**src/dms_pkg.sv**
```systemverilog
// Shared types and constants for the door motion state machine core.
package dms_pkg;

  typedef logic [3:0] state_code_t;
  typedef logic [3:0] led_pattern_t;  // bit 3 = led_one ... bit 0 = led_four

  localparam logic [7:0] BLINK_DIVIDE_RESET = 8'd10;

  localparam led_pattern_t LED_OFF     = 4'b0000;
  localparam led_pattern_t LED_ALL     = 4'b1111;
  localparam led_pattern_t LED_ACC_POS = 4'b0001;
  localparam led_pattern_t LED_ACC_NEG = 4'b0111;
  localparam led_pattern_t LED_MOVING  = 4'b0011;
  localparam led_pattern_t LED_DEC_POS = 4'b0111;
  localparam led_pattern_t LED_DEC_NEG = 4'b0001;

endpackage

```
**src/door_motion_state_machine_core.sv**
```systemverilog
// Door motion state machine: ten-state motion controller with blinking unknown indication.
// An accepted word has its result registered on the outputs from the next cycle.
// Throughput: one word per cycle while each result is taken; the motion state and blink counter update in one pass.
// A new word is taken whenever the result register is empty or being drained.
// Reset (rst, synchronous, active high): state init, blink counter and flag zero,
// blink_divide back to 10, no result pending.
module door_motion_state_machine_core (
  input  logic                 clk,
  input  logic                 rst,
  input  logic                 cfg_we,
  input  logic [7:0]           cfg_wdata,
  input  logic                 in_valid,
  output logic                 in_ready,
  input  logic                 switch_one,
  input  logic                 switch_two,
  input  logic                 switch_three,
  input  logic                 switch_four,
  input  logic                 move_dir,
  output logic                 out_valid,
  input  logic                 out_ready,
  output logic                 led_one,
  output logic                 led_two,
  output logic                 led_three,
  output logic                 led_four,
  output dms_pkg::state_code_t door_state
);
  import dms_pkg::*;

  typedef enum logic [3:0] {
    ST_INIT    = 4'd0,
    ST_BLINK   = 4'd1,
    ST_OPEN    = 4'd2,
    ST_CLOSED  = 4'd3,
    ST_ACC_P   = 4'd4,
    ST_ACC_N   = 4'd5,
    ST_MOV_P   = 4'd6,
    ST_MOV_N   = 4'd7,
    ST_DEC_P   = 4'd8,
    ST_DEC_N   = 4'd9
  } motion_t;

  motion_t      state, state_next;
  logic [7:0]   blink_divide;
  logic [7:0]   blink_count, blink_count_next;
  logic         blink_flag, blink_flag_next;
  led_pattern_t leds;
  logic [7:0]   div_eff;
  logic [8:0]   count_inc;
  logic         accept;

  assign in_ready = !out_valid || out_ready;
  assign accept   = in_valid && in_ready;

  assign div_eff   = (blink_divide == 8'd0) ? 8'd1 : blink_divide;
  assign count_inc = {1'b0, blink_count} + 9'd1;

  always_comb begin
    state_next       = state;
    blink_count_next = blink_count;
    blink_flag_next  = blink_flag;
    leds             = LED_OFF;
    case (state)
      ST_INIT: begin
        state_next = ST_BLINK;
      end
      ST_BLINK: begin
        blink_flag_next  = (blink_count == 8'd0) ? !blink_flag : blink_flag;
        blink_count_next = (count_inc >= {1'b0, div_eff}) ? 8'd0 : count_inc[7:0];
        leds             = blink_flag_next ? LED_ALL : LED_OFF;
        if (switch_one && !move_dir) begin
          state_next = ST_OPEN;
        end else if (switch_four && move_dir) begin
          state_next = ST_CLOSED;
        end
      end
      ST_OPEN: begin
        if (move_dir) state_next = ST_ACC_P;
      end
      ST_CLOSED: begin
        leds = LED_ALL;
        if (!move_dir) state_next = ST_ACC_N;
      end
      ST_ACC_P: begin
        leds = LED_ACC_POS;
        if (switch_two) state_next = ST_MOV_P;
        else if (!move_dir) state_next = ST_DEC_N;
      end
      ST_ACC_N: begin
        leds = LED_ACC_NEG;
        if (switch_three) state_next = ST_MOV_N;
        else if (move_dir) state_next = ST_DEC_P;
      end
      ST_MOV_P: begin
        leds = LED_MOVING;
        if (switch_three) state_next = ST_DEC_P;
        else if (!move_dir) state_next = ST_MOV_N;
      end
      ST_MOV_N: begin
        leds = LED_MOVING;
        if (switch_two) state_next = ST_DEC_N;
        else if (move_dir) state_next = ST_MOV_P;
      end
      ST_DEC_P: begin
        leds = LED_DEC_POS;
        if (switch_four) state_next = ST_CLOSED;
        else if (!move_dir) state_next = ST_ACC_N;
      end
      ST_DEC_N: begin
        leds = LED_DEC_NEG;
        if (switch_one) state_next = ST_OPEN;
        else if (move_dir) state_next = ST_ACC_P;
      end
      default: begin
        leds       = LED_OFF;
        state_next = ST_INIT;
      end
    endcase
  end

  always_ff @(posedge clk) begin
    if (rst) begin
      state        <= ST_INIT;
      blink_count  <= 8'd0;
      blink_flag   <= 1'b0;
      blink_divide <= BLINK_DIVIDE_RESET;
      out_valid    <= 1'b0;
    end else begin
      if (cfg_we) blink_divide <= cfg_wdata;
      if (accept) begin
        state       <= state_next;
        blink_count <= blink_count_next;
        blink_flag  <= blink_flag_next;
        out_valid   <= 1'b1;
      end else if (out_ready) begin
        out_valid <= 1'b0;
      end
    end
  end

  always_ff @(posedge clk) begin
    if (accept) begin
      led_one    <= leds[3];
      led_two    <= leds[2];
      led_three  <= leds[1];
      led_four   <= leds[0];
      door_state <= state_code_t'(state_next);
    end
  end

  a_accept_gives_result: assert property (@(posedge clk) disable iff (rst)
    accept |=> out_valid)
    else $error("accepted word produced no result");

  a_result_matches_state: assert property (@(posedge clk) disable iff (rst)
    out_valid |-> door_state == state_code_t'(state))
    else $error("door_state disagrees with motion state");

  a_state_holds_when_idle: assert property (@(posedge clk) disable iff (rst)
    !accept |=> $stable(state) && $stable(blink_count) && $stable(blink_flag))
    else $error("state moved without an accepted word");

endmodule

```
**config.mk**
```make
export PLATFORM = sky130hd
export DESIGN_NAME = door_motion_state_machine_core
export DESIGN_NICKNAME = d
export VERILOG_FILES = /design/src/dms_pkg.sv /design/src/door_motion_state_machine_core.sv
export SDC_FILE = /design/constraint.sdc
export NUM_CORES = 1
export LEC_CHECK = 0
export BUFFER_PORTS_ARGS = -buffer_cell sky130_fd_sc_hd__buf_2
export CAP_MARGIN = 20
export CORE_MARGIN = 2
export CORE_UTILIZATION = 61
export DETAILED_ROUTE_END_ITERATION = 8
export PLACE_DENSITY_LB_ADDON = 0.1
export SKIP_LAST_GASP = 1
export SYNTH_ARGS = -nofsm -noshare
export SYNTH_HDL_FRONTEND = slang
export SYNTH_SLANG_ARGS = --single-unit
```
**constraint.sdc**
```tcl
create_clock -name clk -period 4.3 [get_ports clk]
set_input_delay 0.215 -clock clk [delete_from_list [all_inputs] [get_ports clk]]
set_output_delay 0.215 -clock clk [all_outputs]
set_load 0.005 [all_outputs]
```
==> impl_metrics.env <==
export IMPL_cp_end_kind="register"
export IMPL_final_layout_size_suffix_gt1_share_pct=17.07
export IMPL_place_congestion=0.9588
export IMPL_firstDrtPassIters=4
export IMPL_cap_violations=0
export IMPL_antenna_found_initial=0
export IMPL_period_share_pct=63.81
export IMPL_crit_cells=10
export IMPL_grt_setup_unrepaired="no"
export IMPL_first_global_vias=1537
export IMPL_finClkSkew_ps=7.644
export IMPL_netlist_area_sq_um=1917
export IMPL_grt_max_degree=24
export IMPL_synth_warnings=0
export IMPL_power_density_nw_per_um2=293.1
export IMPL_dieWidth_um=60.06
export IMPL_die_y_um=60.06
export IMPL_dpl_instance_area_sq_um=2041
export IMPL_synthArstFlopShare_pct=0
export IMPL_wl_um=4206
export IMPL_port_buffers=27
export IMPL_vias=1719
export IMPL_cts_root_buf="clkbuf_4"
export IMPL_finish_net_count=273
export IMPL_synth_edf_count=8
export IMPL_cp_top_family="simple AND/OR/NAND/NOR gates"
export IMPL_path_cells="ha_1 -> and3_1 -> and3_1 -> xor2_1 -> ha_1 -> a21oi_1 -> o22ai_1 -> nor2_1 -> and3_1 -> a22o_1"
export IMPL_overflow=0
export IMPL_slowest_stage="dfxtp_1"
export IMPL_ios=28
export IMPL_max_stage_delay_ps=460
export IMPL_relSlewSlack_pct=49.81
export IMPL_synthCells=224
export IMPL_dp_slack_ps=1623
export IMPL_utilization_pct=69.17
export IMPL_crit_path_frequent_cell="and3_1"
export IMPL_hold_class="in -> reg"
export IMPL_syn_nets=252
export IMPL_cts_buffers=5
export IMPL_r2r_setup_slack_ps=1560
export IMPL_status="finished, final reports clean"
export IMPL_cts_tree="built"
export IMPL_tns_ps=0
export IMPL_p_leak_nw=0.9219
export IMPL_die_area_sq_um=3607
export IMPL_yosysSeqAreaShare_pct=35.51
export IMPL_crit_path_start_kind="register"
export IMPL_r2r_cells=10
export IMPL_htreeDepth=2
export IMPL_cp_num_buf_inv=0
export IMPL_gr_usage_all_layers_pct=25.83
export IMPL_diodes=0
export IMPL_grt_pass1_wl_um=6858
export IMPL_critical_path_max_fanout=7
export IMPL_ir_drop_uv=199.7
export IMPL_post_cts_resized=0
export IMPL_clock_path_buffers=2
export IMPL_slew_violations=0
export IMPL_postCtsSetupRepairBufs=0
export IMPL_synth_cell_types=56
export IMPL_drt_iter0_markers=145
export IMPL_critPathArrivalTime_ps=3020
export IMPL_initial_core_util_pct=63.31
export IMPL_synth_seq_cells=30
export IMPL_rr_endpoint="blink_count[7]"
export IMPL_clock_sinks=30
export IMPL_hold_viol=0
export IMPL_final_antenna_net_count=0
export IMPL_fmax_ghz=0.3644
export IMPL_dp_hpwl_um=3089
export IMPL_worstSetupPathType="reg -> reg"
export IMPL_viasPerCell=5.928
export IMPL_avgSynthCellArea_sq_um=8.557
export IMPL_wire_per_inst_um=14.50
export IMPL_period_needed_ps=2744
export IMPL_postCtsHoldBufs=0
export IMPL_worst_pin_slew_ps=751.9
export IMPL_critPathCapture="blink_count[7]"
export IMPL_clk_insertion_delay_late_ps=330
export IMPL_route_detailed_drc=0
export IMPL_synth_flop_cell="dfxtp_1"
export IMPL_final_cell_mix="buf_2, dfxtp_1, inv_1"
export IMPL_fillers=257
export IMPL_layout_commonest_cell="buf_2"
export IMPL_syn_to_final_growth_pct=9.269
export IMPL_r2r_start="blink_count[0]"
export IMPL_cp_data_required_time_ps=4580
export IMPL_setup_violations_final=0
export IMPL_clk_pin_slew_ps=100
export IMPL_crit_path_start="blink_count[0]"
export IMPL_setup_ws_ps=1556
export IMPL_core_sq_um=3028
export IMPL_rows=20
export IMPL_fin_area_sq_um=2095
## power by group
group          internal (mW)  switching, mW  total [mW]
Clock                 0.0607          0.102       0.163
Combinational         0.0540         0.0613       0.115
Sequential             0.312         0.0239       0.336
Total                  0.426          0.188       0.614
## registers in the layout, indices dropped and copies added (netlist names)
signal        count
blink_count       8
blink_divide      8
blink_flag        1
door_state        4
led_four          1
led_one           1
led_three         1
led_two           1
out_valid         1
state             4
## cells in the mapped netlist, drive strengths merged, types with 2 or more instances
master | instances | share of area [%]
nor3b | 2 | 0.78
a211oi | 2 | 0.78
edfxtp | 8 | 13
o211ai | 5 | 2.0
a31oi | 3 | 0.98
o22ai | 2 | 0.65
nand2 | 16 | 3.1
o311ai | 2 | 0.91
or4b | 2 | 1.2
and3 | 5 | 1.6
nand2b | 5 | 1.6
o32ai | 2 | 1.3
ha | 10 | 6.5
nand3b | 2 | 0.78
and2 | 2 | 0.65
a211o | 2 | 0.91
a2111oi | 2 | 0.91
a21oi | 10 | 2.6
clkbuf | 5 | 0.98
dfxtp | 22 | 23
o21ai | 11 | 2.9
inv | 19 | 3.7
xor2 | 4 | 1.8
nor4 | 3 | 0.98
nor2 | 15 | 2.9
a22o | 4 | 1.8
or2 | 2 | 0.65
nand4 | 2 | 0.65
nand3 | 7 | 1.8
mux2i | 6 | 3.1
or3 | 5 | 1.6
nor2b | 6 | 2.0
o21ba | 2 | 1.0
xnor2 | 3 | 1.4
nor3 | 6 | 1.6
buf | 8 | 2.5
## worst reg2reg max path, stage by stage (launching register included)
cell and delay [ps]:
dfxtp_1 460, ha_1 270, and3_1 250, and3_1 260
xor2_1 170, ha_1 260, a21oi_1 170, o22ai_1 100
nor2_1 330, and3_1 290, a22o_1 150
## cells by family after synthesis
group	synth area share, %
AOI/OAI and AO/OA	20.50
xor gates and xnor gates	3.198
adders and majority gates	6.527
buffers and inverters	7.180
DFF	35.51
muxes	3.721
and+or+nand+nor	23.37
## cell type report
class	count	area (sq um)	area share [%]
Multi-Input combinational cell	162	1099	52.45
Sequential cell	30	680.7	32.50
Timing Repair Buffer	27	135.1	6.452
Inverter	19	71.32	3.405
Tap cell	44	55.05	2.628
Clock buffer	5	37.54	1.792
Clock inverter	3	16.27	0.7766
## how the worst min path moves through the flow
stage / start / to / slack (ps) / cells past startpoint
5_1_grt: cfg_wdata[7] / blink_divide[7] / 120 / 3
4_1_cts: cfg_wdata[1] / blink_divide[1] / 90 / 3
3_5_place_dp: cfg_wdata[1] / blink_divide[1] / 440 / 3
2_1_floorplan: in_valid / out_valid / 340 / 2
6_report: cfg_wdata[1] / blink_divide[1] / 100 / 3
3_3_place_gp: cfg_wdata[1] / blink_divide[1] / 440 / 3
## metal layers
metal / track usage (%) / vias up / routed length, um
li1: - / 861 / -
met1: 30.73 / 777 / 1702
met2: 43.94 / 68 / 2168
met3: 5.844 / 13 / 217
met4: 11.75 / 0 / 117
met5: 0 / - / 0
## per-stage QoR
| stage | cells | total power [mW] | hold slack, ps |
|---|---|---|---|
| after floorplan | 224 | 0.4206 | 344.5 |
| final | 290 | 0.6139 | 102.7 |
| after detailed placement | 282 | 0.4564 | 436.0 |
| after global placement | 282 | 0.4509 | 436.7 |
| after CTS | 290 | 0.6200 | 85.48 |
| after global routing | 290 | 0.6497 | 117.7 |
No activity file was read; power rests on OpenSTA's default activity.
